File: config.mk
export PLATFORM = sky130hd
export DESIGN_NAME = file_order_run_decoder_unit
export DESIGN_NICKNAME = d
export VERILOG_FILES = /design/src/rtl/fordec_pkg.sv /design/src/rtl/file_order_run_decoder_unit.sv /design/src/rtl/fordec_fifo.sv /design/src/rtl/fordec_front.sv /design/src/rtl/fordec_back.sv
export SDC_FILE = /design/constraint.sdc
export NUM_CORES = 1
export LEC_CHECK = 0
export ABC_AREA = 1
export BUFFER_PORTS_ARGS = -buffer_cell sky130_fd_sc_hd__buf_4
export CORE_UTILIZATION = 50
export DETAILED_ROUTE_END_ITERATION = 8
export HOLD_SLACK_MARGIN = 0.15
export PLACE_DENSITY = 0.75
export REMOVE_ABC_BUFFERS = 1
export SLEW_MARGIN = 20
export SYNTH_ARGS = -nofsm -noshare
export SYNTH_HDL_FRONTEND = slang
export SYNTH_HIERARCHICAL = 1
export SYNTH_SLANG_ARGS = --single-unit
export TNS_END_PERCENT = 1
File: constraint.sdc
create_clock -name clk -period 5.5 [get_ports clk]
set_input_delay 0.275 -clock clk [delete_from_list [all_inputs] [get_ports clk]]
set_output_delay 0.275 -clock clk [all_outputs]
set_load 0.02 [all_outputs]
File: src/rtl/fordec_pkg.sv
// ----------------------------------------------------------------------------
// fordec_pkg
// Shared types and constants of the file-order run decoder.
// ----------------------------------------------------------------------------
package fordec_pkg;

  // default width of a decoded number
  localparam int NUMBER_BITS_DEF = 32;

  // largest file count the decoder is built for
  localparam int MAX_FILES = 65536;

  // positions and entry totals may not exceed this, whatever the file count
  localparam logic [16:0] LIMIT_CAP = (MAX_FILES < 65536) ? 17'(MAX_FILES) : 17'd65536;

  // current position saturates here, at or above any limit
  localparam logic [16:0] POS_SAT = 17'h1FFFF;

  // nibble layout: three value bits, then the continuation flag
  localparam int VAL_BITS = 3;
  localparam int CONT_BIT = 3;

  // depth of the queue between front and back
  localparam int QUEUE_DEPTH = 2;

  typedef enum logic [1:0] {
    KIND_RUN  = 2'd0,
    KIND_DONE = 2'd1,
    KIND_FAIL = 2'd2
  } kind_t;

  // one nibble word handed from front to back
  typedef struct packed {
    logic [3:0] nib;
    logic       lo;   // second nibble of its byte
    logic       fin;  // byte is the final one of the sequence
  } nib_entry_t;

  typedef struct packed {
    kind_t       kind;
    logic [15:0] start;
    logic [16:0] len;
    logic [16:0] total;
  } result_t;

endpackage

File: src/rtl/file_order_run_decoder_unit.sv
// ----------------------------------------------------------------------------
// file_order_run_decoder_unit
// Decodes the compressed file-order byte stream into runs of file positions
// with a final status word per sequence.
//
// channel   direction  handshake            payload
// in_       input      in_valid / in_stall  in_seq_byte, in_last_byte
// out_      output     out_valid / out_stall out_result_kind, out_run_start,
//                                           out_run_length, out_total_entries,
//                                           out_last
// cfg_      input      cfg_valid / cfg_ready cfg_file_count
//
// the front splits each byte into two nibble words and takes the next byte
// as the low nibble leaves; the back decodes one nibble a cycle unless the
// queue is empty or a stalled output holds it; a final byte that ends in a
// status word costs one more back step.
// reset clears all decode state and the file count to zero; no clearing pass.
// a stalled output holds its word; the two-entry nibble queue keeps the
// front taking bytes while the back waits.
// ----------------------------------------------------------------------------
module file_order_run_decoder_unit #(
  parameter int NUMBER_BITS = fordec_pkg::NUMBER_BITS_DEF
) (
  input  logic        clk,
  input  logic        rst_n,
  input  logic        in_valid,
  output logic        in_stall,
  input  logic [7:0]  in_seq_byte,
  input  logic        in_last_byte,
  output logic        out_valid,
  input  logic        out_stall,
  output logic [1:0]  out_result_kind,
  output logic [15:0] out_run_start,
  output logic [16:0] out_run_length,
  output logic [16:0] out_total_entries,
  output logic        out_last,
  input  logic        cfg_valid,
  output logic        cfg_ready,
  input  logic [16:0] cfg_file_count
);

  import fordec_pkg::*;

  localparam int ENTRY_W = $bits(nib_entry_t);

  logic [16:0]  limit_r, limit_nxt;
  logic         q_push, q_full, q_pop, q_empty;
  nib_entry_t   q_in, q_head;
  logic [ENTRY_W-1:0] q_head_bits;
  result_t      res;

  assign cfg_ready = 1'b1;

  // only the clipped limit is ever needed
  assign limit_nxt = (cfg_file_count > LIMIT_CAP) ? LIMIT_CAP : cfg_file_count;

  always_ff @(posedge clk) begin
    if (!rst_n) begin
      limit_r <= '0;
    end else if (cfg_valid && cfg_ready) begin
      limit_r <= limit_nxt;
    end
  end

  fordec_front u_front (
    .clk          (clk),
    .rst_n        (rst_n),
    .in_valid     (in_valid),
    .in_stall     (in_stall),
    .in_seq_byte  (in_seq_byte),
    .in_last_byte (in_last_byte),
    .q_full       (q_full),
    .q_push       (q_push),
    .q_data       (q_in)
  );

  fordec_fifo #(
    .WIDTH (ENTRY_W),
    .DEPTH (QUEUE_DEPTH)
  ) u_queue (
    .clk       (clk),
    .rst_n     (rst_n),
    .push      (q_push),
    .push_data (q_in),
    .full      (q_full),
    .pop       (q_pop),
    .head      (q_head_bits),
    .empty     (q_empty)
  );

  assign q_head = nib_entry_t'(q_head_bits);

  fordec_back #(
    .NUMBER_BITS (NUMBER_BITS)
  ) u_back (
    .clk       (clk),
    .rst_n     (rst_n),
    .q_empty   (q_empty),
    .q_head    (q_head),
    .q_pop     (q_pop),
    .limit     (limit_r),
    .out_valid (out_valid),
    .out_stall (out_stall),
    .out_res   (res),
    .out_last  (out_last)
  );

  assign out_result_kind   = res.kind;
  assign out_run_start     = res.start;
  assign out_run_length    = res.len;
  assign out_total_entries = res.total;

endmodule

File: src/rtl/fordec_fifo.sv
// ----------------------------------------------------------------------------
// fordec_fifo
// Small register queue that decouples the byte splitter from the decoder.
// ----------------------------------------------------------------------------
module fordec_fifo #(
  parameter int WIDTH = 6,
  parameter int DEPTH = 2
) (
  input  logic             clk,
  input  logic             rst_n,
  input  logic             push,
  input  logic [WIDTH-1:0] push_data,
  output logic             full,
  input  logic             pop,
  output logic [WIDTH-1:0] head,
  output logic             empty
);

  localparam int PTR_W = (DEPTH > 1) ? $clog2(DEPTH) : 1;
  localparam int CNT_W = $clog2(DEPTH + 1);

  logic [WIDTH-1:0] mem_r [DEPTH];
  logic [PTR_W-1:0] wr_ptr_r, wr_ptr_nxt;
  logic [PTR_W-1:0] rd_ptr_r, rd_ptr_nxt;
  logic [CNT_W-1:0] count_r, count_nxt;
  logic             do_push, do_pop;

  assign full    = (count_r == CNT_W'(DEPTH));
  assign empty   = (count_r == '0);
  assign head    = mem_r[rd_ptr_r];
  assign do_push = push && !full;
  assign do_pop  = pop && !empty;

  always_comb begin
    wr_ptr_nxt = wr_ptr_r;
    rd_ptr_nxt = rd_ptr_r;
    count_nxt  = count_r;
    if (do_push) begin
      wr_ptr_nxt = (wr_ptr_r == PTR_W'(DEPTH - 1)) ? '0 : wr_ptr_r + PTR_W'(1);
    end
    if (do_pop) begin
      rd_ptr_nxt = (rd_ptr_r == PTR_W'(DEPTH - 1)) ? '0 : rd_ptr_r + PTR_W'(1);
    end
    if (do_push && !do_pop) begin
      count_nxt = count_r + CNT_W'(1);
    end else if (do_pop && !do_push) begin
      count_nxt = count_r - CNT_W'(1);
    end
  end

  always_ff @(posedge clk) begin
    if (!rst_n) begin
      wr_ptr_r <= '0;
      rd_ptr_r <= '0;
      count_r  <= '0;
    end else begin
      wr_ptr_r <= wr_ptr_nxt;
      rd_ptr_r <= rd_ptr_nxt;
      count_r  <= count_nxt;
    end
  end

  always_ff @(posedge clk) begin
    if (do_push) begin
      mem_r[wr_ptr_r] <= push_data;
    end
  end

endmodule

File: src/rtl/fordec_front.sv
// ----------------------------------------------------------------------------
// fordec_front
// Takes sequence bytes and splits each into two nibble words, high first.
// ----------------------------------------------------------------------------
module fordec_front (
  input  logic                   clk,
  input  logic                   rst_n,
  input  logic                   in_valid,
  output logic                   in_stall,
  input  logic [7:0]             in_seq_byte,
  input  logic                   in_last_byte,
  input  logic                   q_full,
  output logic                   q_push,
  output fordec_pkg::nib_entry_t q_data
);

  import fordec_pkg::*;

  logic [7:0] byte_r;
  logic       fin_r;
  logic       valid_r, valid_nxt;
  logic       half_r, half_nxt;
  logic       accept;

  assign q_push   = valid_r && !q_full;
  // free again once the low nibble leaves this cycle
  assign in_stall = valid_r && !(q_push && half_r);
  assign accept   = in_valid && !in_stall;

  always_comb begin
    q_data.nib = half_r ? byte_r[3:0] : byte_r[7:4];
    q_data.lo  = half_r;
    q_data.fin = fin_r;
  end

  always_comb begin
    valid_nxt = valid_r;
    half_nxt  = half_r;
    if (accept) begin
      valid_nxt = 1'b1;
      half_nxt  = 1'b0;
    end else if (q_push) begin
      if (half_r) begin
        valid_nxt = 1'b0;
        half_nxt  = 1'b0;
      end else begin
        half_nxt = 1'b1;
      end
    end
  end

  always_ff @(posedge clk) begin
    if (!rst_n) begin
      valid_r <= 1'b0;
      half_r  <= 1'b0;
    end else begin
      valid_r <= valid_nxt;
      half_r  <= half_nxt;
    end
  end

  always_ff @(posedge clk) begin
    if (accept) begin
      byte_r <= in_seq_byte;
      fin_r  <= in_last_byte;
    end
  end

endmodule

File: src/rtl/fordec_back.sv
// ----------------------------------------------------------------------------
// fordec_back
// Decodes one nibble word a cycle, unless a stalled output holds it, into
// numbers, runs and sequence status, and drives the result register.
// ----------------------------------------------------------------------------
module fordec_back #(
  parameter int NUMBER_BITS = fordec_pkg::NUMBER_BITS_DEF
) (
  input  logic                   clk,
  input  logic                   rst_n,
  input  logic                   q_empty,
  input  fordec_pkg::nib_entry_t q_head,
  output logic                   q_pop,
  input  logic [16:0]            limit,
  output logic                   out_valid,
  input  logic                   out_stall,
  output fordec_pkg::result_t    out_res,
  output logic                   out_last
);

  import fordec_pkg::*;

  localparam int NB    = NUMBER_BITS;
  localparam int SHW   = $clog2(NB + 1);
  localparam int NUM_W = (NB > 17) ? NB : 17;
  localparam int PL_W  = NB + VAL_BITS;

  // decode state
  logic [NB-1:0]  acc_r, acc_nxt;
  logic [SHW-1:0] shift_r, shift_nxt;
  logic           jump_r, jump_nxt;
  logic           emit_r, emit_nxt;
  logic [16:0]    pos_r, pos_nxt;
  logic [16:0]    ecount_r, ecount_nxt;
  logic           failed_r, failed_nxt;
  logic           byte_err_r, byte_err_nxt;
  logic           fin_step_r, fin_step_nxt;

  // result held until it is known whether it closes its byte
  logic           held_v_r, held_v_nxt;
  logic           held_res_r, held_res_nxt;
  logic           held_last_r, held_last_nxt;
  result_t        held_r, held_nxt;

  logic           out_valid_r, out_valid_nxt;
  result_t        out_r;
  logic           out_last_r, out_last_nxt;

  // nibble evaluation
  logic [VAL_BITS-1:0] v;
  logic                cont;
  logic [PL_W-1:0]     placed;
  logic                wide_err;
  logic [NB-1:0]       acc_new;
  logic [NUM_W-1:0]    number_ext;
  logic                big;
  logic [16:0]         n17;
  logic [17:0]         pos_sum, ec_sum;
  logic [SHW:0]        sh_sum;
  logic                run_err;
  logic                active;

  logic [NB-1:0]  nb_acc;
  logic [SHW-1:0] nb_shift;
  logic           nb_jump, nb_emit, nb_failed;
  logic [16:0]    nb_pos, nb_ecount;
  logic           nres_v, nerr;
  result_t        nres;

  // step control
  logic    out_free, can_step, load_out, fin_res, do_clear;
  logic    held_out_last;

  always_comb begin
    v          = q_head.nib[VAL_BITS-1:0];
    cont       = q_head.nib[CONT_BIT];
    placed     = PL_W'(v) << shift_r;
    wide_err   = |placed[PL_W-1:NB];
    acc_new    = acc_r | placed[NB-1:0];
    number_ext = NUM_W'(acc_new);
    big        = (number_ext >> 17) != '0;
    n17        = number_ext[16:0];
    pos_sum    = {1'b0, pos_r} + {1'b0, n17};
    ec_sum     = {1'b0, ecount_r} + {1'b0, n17};
    sh_sum     = {1'b0, shift_r} + (SHW+1)'(VAL_BITS);
    run_err    = big || (ec_sum > {1'b0, limit}) || (pos_sum > {1'b0, limit});
    // after an error, the rest of the sequence carries no runs
    active     = !failed_r && !(q_head.lo && byte_err_r);
  end

  always_comb begin
    nb_acc    = acc_r;
    nb_shift  = shift_r;
    nb_jump   = jump_r;
    nb_emit   = emit_r;
    nb_pos    = pos_r;
    nb_ecount = ecount_r;
    nb_failed = failed_r;
    nres_v    = 1'b0;
    nerr      = 1'b0;
    nres      = '{kind: KIND_FAIL, start: '0, len: '0, total: ecount_r};
    if (active) begin
      if (wide_err) begin
        nerr      = 1'b1;
        nres_v    = 1'b1;
        nb_failed = 1'b1;
      end else if (cont) begin
        nb_acc   = acc_new;
        nb_shift = (sh_sum > (SHW+1)'(NB)) ? SHW'(NB) : sh_sum[SHW-1:0];
      end else begin
        nb_acc   = '0;
        nb_shift = '0;
        if (jump_r) begin
          nb_pos  = big ? POS_SAT : n17;
          nb_emit = 1'b1;
          nb_jump = 1'b0;
        end else if (acc_new == '0) begin
          // zero marker: next number is an absolute position
          nb_jump = 1'b1;
        end else if (!emit_r) begin
          nb_pos  = (big || pos_sum[17]) ? POS_SAT : pos_sum[16:0];
          nb_emit = 1'b1;
        end else if (run_err) begin
          nerr      = 1'b1;
          nres_v    = 1'b1;
          nb_failed = 1'b1;
        end else begin
          nres_v    = 1'b1;
          nres      = '{kind: KIND_RUN, start: pos_r[15:0], len: n17,
                        total: ec_sum[16:0]};
          nb_ecount = ec_sum[16:0];
          nb_pos    = pos_sum[16:0];
          nb_emit   = 1'b0;
        end
      end
    end
  end

  always_comb begin
    out_free      = !out_valid_r || !out_stall;
    can_step      = !q_empty && (!held_v_r || out_free);
    fin_res       = q_head.fin && !(byte_err_r || nerr);
    held_out_last = held_res_r ? held_last_r : !(nres_v || fin_res);

    acc_nxt       = acc_r;
    shift_nxt     = shift_r;
    jump_nxt      = jump_r;
    emit_nxt      = emit_r;
    pos_nxt       = pos_r;
    ecount_nxt    = ecount_r;
    failed_nxt    = failed_r;
    byte_err_nxt  = byte_err_r;
    fin_step_nxt  = fin_step_r;
    held_v_nxt    = held_v_r;
    held_res_nxt  = held_res_r;
    held_last_nxt = held_last_r;
    held_nxt      = held_r;
    q_pop         = 1'b0;
    do_clear      = 1'b0;
    load_out      = 1'b0;

    if (can_step) begin
      load_out   = held_v_r;
      held_v_nxt = 1'b0;
      if (fin_step_r) begin
        // end-of-sequence word
        held_v_nxt    = 1'b1;
        held_res_nxt  = 1'b1;
        held_last_nxt = 1'b1;
        held_nxt      = '{kind: (failed_r || shift_r != '0) ? KIND_FAIL : KIND_DONE,
                          start: '0, len: '0, total: ecount_r};
        fin_step_nxt  = 1'b0;
        q_pop         = 1'b1;
        do_clear      = 1'b1;
      end else begin
        acc_nxt    = nb_acc;
        shift_nxt  = nb_shift;
        jump_nxt   = nb_jump;
        emit_nxt   = nb_emit;
        pos_nxt    = nb_pos;
        ecount_nxt = nb_ecount;
        failed_nxt = nb_failed;
        if (nres_v) begin
          held_v_nxt = 1'b1;
          held_nxt   = nres;
        end
        if (q_head.lo) begin
          byte_err_nxt  = 1'b0;
          held_res_nxt  = 1'b1;
          held_last_nxt = !fin_res;
          if (fin_res) begin
            fin_step_nxt = 1'b1;
          end else begin
            q_pop    = 1'b1;
            do_clear = q_head.fin;
          end
        end else begin
          byte_err_nxt = nerr;
          held_res_nxt = 1'b0;
          q_pop        = 1'b1;
        end
      end
    end else if (held_v_r && held_res_r && out_free) begin
      load_out   = 1'b1;
      held_v_nxt = 1'b0;
    end

    if (do_clear) begin
      acc_nxt      = '0;
      shift_nxt    = '0;
      jump_nxt     = 1'b0;
      emit_nxt     = 1'b1;
      pos_nxt      = '0;
      ecount_nxt   = '0;
      failed_nxt   = 1'b0;
      byte_err_nxt = 1'b0;
    end

    out_valid_nxt = load_out ? 1'b1 : (out_valid_r && out_stall);
    out_last_nxt  = load_out ? held_out_last : out_last_r;
  end

  always_ff @(posedge clk) begin
    if (!rst_n) begin
      acc_r       <= '0;
      shift_r     <= '0;
      jump_r      <= 1'b0;
      emit_r      <= 1'b1;
      pos_r       <= '0;
      ecount_r    <= '0;
      failed_r    <= 1'b0;
      byte_err_r  <= 1'b0;
      fin_step_r  <= 1'b0;
      held_v_r    <= 1'b0;
      held_res_r  <= 1'b0;
      held_last_r <= 1'b0;
      out_valid_r <= 1'b0;
      out_last_r  <= 1'b0;
    end else begin
      acc_r       <= acc_nxt;
      shift_r     <= shift_nxt;
      jump_r      <= jump_nxt;
      emit_r      <= emit_nxt;
      pos_r       <= pos_nxt;
      ecount_r    <= ecount_nxt;
      failed_r    <= failed_nxt;
      byte_err_r  <= byte_err_nxt;
      fin_step_r  <= fin_step_nxt;
      held_v_r    <= held_v_nxt;
      held_res_r  <= held_res_nxt;
      held_last_r <= held_last_nxt;
      out_valid_r <= out_valid_nxt;
      out_last_r  <= out_last_nxt;
    end
  end

  always_ff @(posedge clk) begin
    held_r <= held_nxt;
    if (load_out) begin
      out_r <= held_r;
    end
  end

  assign out_valid = out_valid_r;
  assign out_res   = out_r;
  assign out_last  = out_last_r;

  // the end-of-sequence step keeps its low nibble word at the queue head
  a_fin_step_head: assert property (@(posedge clk) disable iff (!rst_n)
    fin_step_r |-> (!q_empty && q_head.lo && q_head.fin))
    else $error("end-of-sequence step without its final word at the head");

  // a result from a high nibble waits only for the low nibble of its byte
  a_unresolved_held: assert property (@(posedge clk) disable iff (!rst_n)
    (held_v_r && !held_res_r) |-> (q_empty || q_head.lo))
    else $error("unresolved result while a new byte starts");

  a_shift_range: assert property (@(posedge clk) disable iff (!rst_n)
    shift_r <= SHW'(NB))
    else $error("shift amount beyond number width");

  // a completed sequence leaves the decoder in its start state
  a_clear_after_fin: assert property (@(posedge clk) disable iff (!rst_n)
    (q_pop && q_head.fin && q_head.lo) |=>
      (shift_r == '0 && ecount_r == '0 && !failed_r && emit_r))
    else $error("decode state not cleared after final byte");

endmodule

# After elaboration in Yosys (flattened, before gate mapping)
# Memories as Yosys holds them, arrays and structs flattened. A register that Yosys moved wholly into a read port is not among the register bits.
# Index checks and enable logic that the tools add are counted.
word_totals:
  ram_bits: 12
  n_memories: 1
  out_inout_bits: 56
  regBits: 218
  wordCells: 200
mem_list:
  columns: ["name", "depth", "width", "rd", "rd_clocked_by_memory_dff", "write_ports", "line_no", "text"]
  rows:
  - ["u_queue.mem_r", 2, 6, 1, 1, 1, "fordec_fifo.sv:22", "logic [WIDTH-1:0] mem_r [DEPTH];"]
classes:
  n_shift: 1
  n_bitwise: 8
  reduce_logical: 62
  eq_ne: 6
  n_addsub: 7
  mux: 81
  n_lt_le_gt_ge: 4
ops:
  columns: ["op", "count"]
  rows:
  - ["52-bit 2-to-1 mux", 9]
  - ["17-bit 2-to-1 mux", 7]
  - ["1-bit 2-to-1 mux", 58]
  - ["17-bit by 17-bit adder with 18-bit output", 2]
  - ["18-bit by 17-bit greater-than comparator with 1-bit output", 2]
  - ["3-bit by 6-bit left shift with 35-bit output", 1]
  - ["32-bit logical NOT", 1]
  - ["32-bit 2-to-1 mux", 1]
  - ["32-bit OR", 1]
  - ["32-bit nonzero test", 1]
  - ["17-bit greater-than comparator (second input constant)", 1]
  - ["2-bit nonzero test", 8]
  - ["1-bit logical AND", 15]
  - ["1-bit logical NOT", 14]
  - ["6-bit 2-to-1 mux", 2]
  - ["9-bit AND reduction", 1]
  - ["1-bit logical OR", 8]
  - ["2-bit AND reduction", 4]
  - ["8-bit AND reduction", 1]
  - ["6-bit by 2-bit adder with 7-bit output (second input constant)", 1]
  - ["7-bit by 6-bit greater-than comparator with 1-bit output (second input constant)", 1]
  - ["1-bit NOT", 7]
  - ["7-bit AND reduction", 1]
  - ["2-bit 2-to-1 mux", 3]
  - ["15 further kinds", 19]

# Depth between registers and ports, before layout
# Gate-level depths: netlist of run 1.
depth:
  word_depth: 24
  ltp_mapped: 44
  ltp_nobuf: 43

# Cells and area by module
# The synthesis of run 1 kept the hierarchy.
by_module_without_submodules:
  columns: ["module", "n_inst", "cells_each", "area_per_inst_um2"]
  rows:
  - ["fordec_back", 1, 1268, 10555.1]
  - ["file_order_run_decoder_unit", 1, 91, 755.7]
  - ["fordec_fifo", 1, 57, 680.7]
  - ["fordec_front", 1, 39, 435.4]

# Worst setup path after synthesis of run 1
# OpenSTA, ideal clock, no wires.
synth_path:
  path_type: "reg2reg"
  startpoint: "register (tool-made name)"
  endpoint: "register u_queue.count_r[1]"
  n_path_buf: 1
  arrival_ns: 4.846
  period_less_slack_ns: 4.910
  path_slack_ns: 0.590
  path_stages_with_launch: 36
  path_cell_list: "dfxtp_1 > buf_2 > mux2_2 > nand3_2 > nor2_1 > nand2_1 > nand2_1 > ha_1 > fa_1 > nand3_1 > nand2_1 > nand2_1 > o211ai_1 > a21boi_0 > o21ai_0 > a21boi_0 > xor2_1 > inv_1 > ha_1 > and3_1 > nand4_1 > a21oi_1 > nand4_1 > nand3_2 > nand2_2 > o21ai_0 > inv_1 > inv_1 > nor2_2 > inv_1 > ha_1 > inv_1 > nand3_1 > nand2_1 > inv_1 > nor2_1"
synth_lines:
  columns: ["item", "line_no", "text"]
  rows:
  - ["end signal, assigned", "fordec_fifo.sv:59", "count_r <= count_nxt;"]
  - ["end, declared", "fordec_fifo.sv:25", "logic [CNT_W-1:0] count_r, count_nxt;"]

==> flow_summary.yaml, run 1 <==
logic_synthesis:
  synth_seq_cells: 231
  synth_area_leader_cell: "edfxtp_1"
  syn-mean-instance-area_um2: 8.54
  synth_area_um2: 12400
  async_reset_ff_share_pct: 0
  yosys.cell_types.count: 52
  ys_top_cells_by_area: "edfxtp_1 30%, dfxtp_1 17%, nand2_1 7.6%, ha_1 7.2%, inv_1 5.9%"
  seq_area_frac_synth_pct: 47.3
  ys.flop_type: "edfxtp_1"
  synth-edff-count: 125
  syn-instance-count: 1455
  synth_warnings: 6
  netlist.area_leader.share_pct: 30.2
cells_and_area:
  layout-drive-gt1-share_pct: 22.0
  seq_area_um2: 5880
  final_core_util_pct: 62.1
  final_cell_mix: "241 x nand2_1, 191 x inv_1, 151 x nor2_1"
  insertedDiodeCount: 0
  final_common_cell: "nand2_1"
  area_growth_syn_to_layout_pct: 21.5
  multiInputGateArea_um2: 5800
  layout.nets: 1709
  nFillCells: 1960
hold_path:
  min_path_type: "in2reg"
  hp-start: "cfg_valid"
  whs_path_depth: 2
sta:
  worst_slack_ps: 305
  fin_crit_ps: 5190
  setup_viol: 0
  hold_viol: 0
  tightest_slew_ps: 908
  worst_hold_slack_ps: 195
  fin_tns_setup_ps: 0
  max_slew_margin_pct: 39.5
  max_freq_ghz: 0.193
  drv_slew: 0
  skew_ps: 10.6
  period_share_pct: 94.4
setup_path:
  worst-path-buf-inv: 10
  rr_worst_depth: 43
  crit_family: "simple AND/OR/NAND/NOR gates"
  critPathRequiredTime_ps: 5950
  reg2reg_to: "u_queue/count_r[1]$_SDFFE_PN0P_"
  path_max_fanout: 5
  slowest_stage: "dfxtp_4"
  worstSetupPathType: "reg2reg"
  r2r_setup_slack_ps: 310
  cp.arrival_ps: 5640
  crit_end: "u_queue/count_r[1]$_SDFFE_PN0P_"
  start_kind: "register"
  crit_path_end_kind: "register"
  crit_top_cell: "nand2_1"
  cpPeakStageDelay_ps: 370
  critical_path_depth: 43
clocking:
  clkSinkCount: 231
  htreeDepth: 1
  cts_tree: "yes"
  cts_root_buf: "clkbuf_16"
  clkLatencyLatePin_ps: 510
  cts_buffers: 24
  cts_buffer_depth: 3
  clk_pin_slew_worst_paths_ps: 60
placement:
  dpl.hpwl_um: 20500
  place_ws_ps: -59.6
  place_congestion: 1.04
  portBuffers: 85
detailed_routing:
  totalWireLength_um: 28800
  final_antenna_net_count: 0
  drt-pass1-iter-count: 6
  first_iter_violations: 690
  detail_route.wl_per_cell_um: 14.8
  routed_via_density: 5.28
  drc: 0
  vias: 10300
floorplan:
  die_area_um2: 25500
  rows: 57
  start_util_pct: 51.1
  io_pins: 87
  die_x_um: 160
  core_region_area_um2: 24300
  die_h_um: 160
global_route:
  antenna_found_initial: 0
  grt_max_degree: 53
  globalRouteOverflowTotal: 0
  grt_pass1_wl_um: 45200
  grt_pass1_vias: 9480
  track_usage_pct: 21.8
power_and_ir_drop:
  max-vdd-ir-drop_mv: 0.281
  pwr_density_cell_nw_per_um2: 549
  total_power_mw: 8.30
  p_leak_nw: 6.43
flow_run:
  cap_violations: 0
status:
  status: "finished, final reports clean"
power breakdown:
group	switching, mW	internal (mW)	total [mW]
clock network	0.670	0.941	1.61
registers	0.253	2.57	2.82
logic	2.46	1.41	3.87
total	3.38	4.92	8.30
metrics by stage:
| step | cells | cell area (um^2) |
|---|---|---|
| after floorplan | 1405 | 12100 |
| final | 1946 | 15100 |
| after global placement | 1856 | 13500 |
| after detailed placement | 1856 | 13500 |
| after global routing | 1946 | 15100 |
| after CTS | 1930 | 14700 |
repair_timing:
action,CTS,global route
pin swaps,0,25
hold buffers,30,0
setup buffers,0,16
resized for setup,3,75
endpoints found under the setup margin,2,133
cloned,0,0
endpoints found under the hold margin,30,0
logic make-up (layout without fill, tap and decap cells):
family | count (synthesis) | after routing | synth area share [%]
flops | 231 | 231 | 47.3
buf+inv | 256 | 423 | 8.85
compound gates | 244 | 244 | 11.3
simple gates | 608 | 608 | 22.0
other cells | 1 | 1 | 0.0302
xor+xnor | 34 | 34 | 2.40
fa+ha+maj | 74 | 74 | 7.57
mux | 7 | 7 | 0.624
synthesized netlist by cell type (all sizes together) (2+ instances only):
cell and number:
o31ai 2, buf 31, nor3 15, o21bai 6, a211oi 4, nand2 270, o21ai 113, and3 2
a21oi 84, clkinv 2, nor4 2, nand4 25, nor2 217, fa 2, xor2 26, a22oi 5
clkbuf 19, mux2 6, inv 204, a31oi 5, ha 72, dfxtp 106, a21o 7, o211ai 11
edfxtp 125, a21boi 4, xnor2 8, nand3 76
worst min path at each step:
stage / to
floorplan: limit_r[0]$_SDFFE_PN0P_
global placement: u_back/out_res[19]$_DFFE_PP_
detailed placement: u_back/out_res[19]$_DFFE_PP_
CTS: limit_r[5]$_SDFFE_PN0P_
global route: limit_r[0]$_SDFFE_PN0P_
finish: limit_r[15]$_SDFFE_PN0P_
layer usage:
metal	routed length, um	vias up	GRT usage, %
met5	0	-	0
met4	1390	0	10.6
met3	1610	107	2.42
met2	14200	377	38.8
met1	11600	4693	26.1
li1	-	5096	-
registers in the layout, summed over array words and instances (netlist names), 2 cells and up, named ones only:
| name | flops |
|---|---|
| u_back/shift_r | 6 |
| u_queue/count_r | 2 |
| u_front/byte_r | 8 |
| u_back/ecount_r | 17 |
| limit_r | 17 |
| u_back/out_res | 52 |
| u_queue/mem_r | 12 |
| u_back/pos_r | 17 |
| u_back/acc_r | 32 |
| u_back/held_r | 52 |
layout make-up:
type,instances,area share [%]
multi-input combinational,968,38.4
tap,324,2.68
inverter,206,5.19
timing repair buffer,173,9.49
sequential,231,38.9
clock inverter,17,1.04
clock buffer,27,4.26
(Power assumes the default switching activity.)
==> run 2, diff against run 1 <==
- ABC_AREA: 1 -> not set
- RECOVER_POWER: not set -> 50
- SETUP_SLACK_MARGIN: not set -> 0.3
==> run 2 against run 1 <==
The run now ends with negative setup slack left; worst setup slack got worse by 890 ps; core utilization increased by 5.8 points; non-clock buffer count rose by 142; largest cell class is now multi-input combinational cells; highest routed layer unchanged.
==> flow_summary.yaml, run 2 <==
logic_synthesis:
  muxShareOfSynthArea_pct: 4.15
  synth_seq_cells: 231
  seq_area_frac_synth_pct: 50.0
  synth-edff-count: 125
  netlist.area_leader.share_pct: 32.0
  ys_top_cells_by_count: "125 x edfxtp_1, 106 x dfxtp_1, 100 x nor2_1"
  async_reset_ff_share_pct: 0
  synth_top_family_by_area: "compound AO/OA/AOI/OAI gates"
  syn-instance-count: 1101
  syn-mean-instance-area_um2: 10.7
  synth_most_common_cell: "edfxtp_1"
  synth-xor-area-share_pct: 1.87
  synth_area_um2: 11700
  synth-compound-area-share_pct: 16.6
  synth_warnings: 6
  synthAdderAreaFrac_pct: 8.01
  synth_area_leader_cell: "edfxtp_1"
  ys.flop_type: "edfxtp_1"
  ys_top_cells_by_area: "edfxtp_1 32%, dfxtp_1 18%, ha_1 7.7%, nor2_1 3.2%, a21oi_1 2.7%"
  synth-simple-area-share_pct: 15.3
  yosys.cell_types.count: 81
sta:
  max_freq_ghz: 0.164
  drv_slew: 0
  period_share_pct: 111
  worst_slack_ps: -580
  setup_viol: 133
  rsz0062_at_grt: "yes"
  skew_ps: 29.2
  tightest_slew_ps: 1090
  fin_crit_ps: 6080
  hold_viol: 0
  max_slew_margin_pct: 27.4
power_and_ir_drop:
  total_power_mw: 7.48
  p_leak_nw: 6.30
  pwr_density_cell_nw_per_um2: 482
  max-vdd-ir-drop_mv: 0.342
cells_and_area:
  final_core_util_pct: 67.9
  insertedDiodeCount: 0
  stdcell_area_um2: 15500
  final_common_cell: "buf_4"
  final_cell_mix: "209 x buf_4, 125 x edfxtp_1, 104 x dfxtp_1"
  layout.cells.non_filler: 1722
  layout.nets: 1496
  layout-drive-gt1-share_pct: 29.2
  area_growth_syn_to_layout_pct: 32.1
floorplan:
  start_util_pct: 51.4
  rows: 55
  die_h_um: 155
  core_region_area_um2: 22800
  io_pins: 87
  die_x_um: 155
  die_area_um2: 24100
setup_path:
  cpPeakStageDelay_ps: 400
  path_max_fanout: 8
  cp.arrival_ps: 6490
  start_kind: "register"
  crit_top_cell: "buf_4"
  worstSetupPathType: "reg2reg"
  slowest_stage: "or3_4"
  r2r_setup_slack_ps: -580
  critPathRequiredTime_ps: 5910
  crit_path_end_kind: "register"
detailed_routing:
  routed_via_density: 5.71
  route.met3.wl_um: 2020
  vias: 9839
  wl_met1_um: 14000
  drt-pass1-iter-count: 6
  final_antenna_net_count: 0
  drc: 0
  totalWireLength_um: 31300
  detail_route.wl_per_cell_um: 18.2
  dr_wl_met2_um: 14500
  first_iter_violations: 739
  highest_layer: "met4"
clocking:
  cts_tree: "yes"
  clkLatencyLatePin_ps: 530
  cts_root_buf: "clkbuf_16"
  htreeDepth: 1
  cts_buffers: 25
  clk_pin_slew_worst_paths_ps: 60
  cts_buffer_depth: 3
  clkSinkCount: 231
global_route:
  grt_pass1_vias: 9541
  antenna_found_initial: 0
  track_usage_pct: 26.1
  globalRouteOverflowTotal: 0
  grt_max_degree: 45
  grt_pass1_wl_um: 50100
status:
  violations: "negative setup slack"
  status: "finished, violations left"
placement:
  dpl.hpwl_um: 21500
  portBuffers: 85
  place_congestion: 0.960
  place_ws_ps: -1170
  place_area_um2: 13900
  dp.cells: 1623
hold_path:
  min_path_type: "in2reg"
flow_run:
  cap_violations: 0
## run 2: cell families (layout without fill, tap and decap cells)
kind of cell	count (synthesis)	count (layout)
DFF	231	231
and+or+nand+nor	339	339
AOI/OAI and AO/OA	282	282
buffers and inverters	105	413
adders and majority gates	74	74
muxes	44	44
other	1	1
xor gates and xnor gates	25	25
## run 2: area by class of cell
class / instances / area (um^2)
flip-flops and latches: 231 / 5880
well taps: 313 / 392
repair buffers: 315 / 2320
inverters: 53 / 199
multi-input cells: 765 / 5930
fillers: 1731 / 7340
clock inverters: 17 / 134
clock buffers: 28 / 657
## run 2: worst max-delay path: cells and delay by family, from the launching register on
kind / cells / cell delay [ps]
AND/OR/NAND/NOR: 10 / 1610
buffers and inverters: 11 / 1570
AO/OA/AOI/OAI: 7 / 1330
adder cells (fa/ha/maj): 2 / 510
flip-flops: 1 / 360
multiplexers: 1 / 330
XOR/XNOR: 2 / 250
## run 2: worst paths after layout
check                            endpoint  cells past startpoint                         from
max                              register                     33                     register
min           u_back/out_valid$_SDFF_PN0_                      3                    out_stall
max reg2reg                      register                     33                     register
min reg2reg  u_back/out_res[14]$_DFFE_PP_                      0  u_back/held_r[14]$_DFFE_PP_
## run 2: repair_timing
item	4_1_cts	5_1_grt
gates resized for setup	100	26
hold endpoints to repair	39	0
hold buffers	31	0
buffers inserted	19	4
pin swaps	61	16
setup endpoints to repair	133	133
## run 2: report_power, final
group          switching, mW  internal (mW)
Sequential             0.163           2.28
Combinational           1.97           1.48
Clock                  0.683          0.912
## run 2: metal layers
layer / GRT usage (%) / vias to the layer above
met2: 42.6 / 376
met4: 7.52 / 0
met5: 0 / -
met3: 3.76 / 54
li1: - / 4711
met1: 36.1 / 4698
## run 2: metrics by stage
| stage | hold slack [ps] | setup TNS (ps) |
|---|---|---|
| 3_3_place_gp | 401 | -78030 |
| 5_1_grt | 200 | -80600 |
| 4_1_cts | 158 | -34520 |
| 2_1_floorplan | 374 | -117280 |
| 3_5_place_dp | 405 | -112790 |
| 6_report | 178 | -48070 |
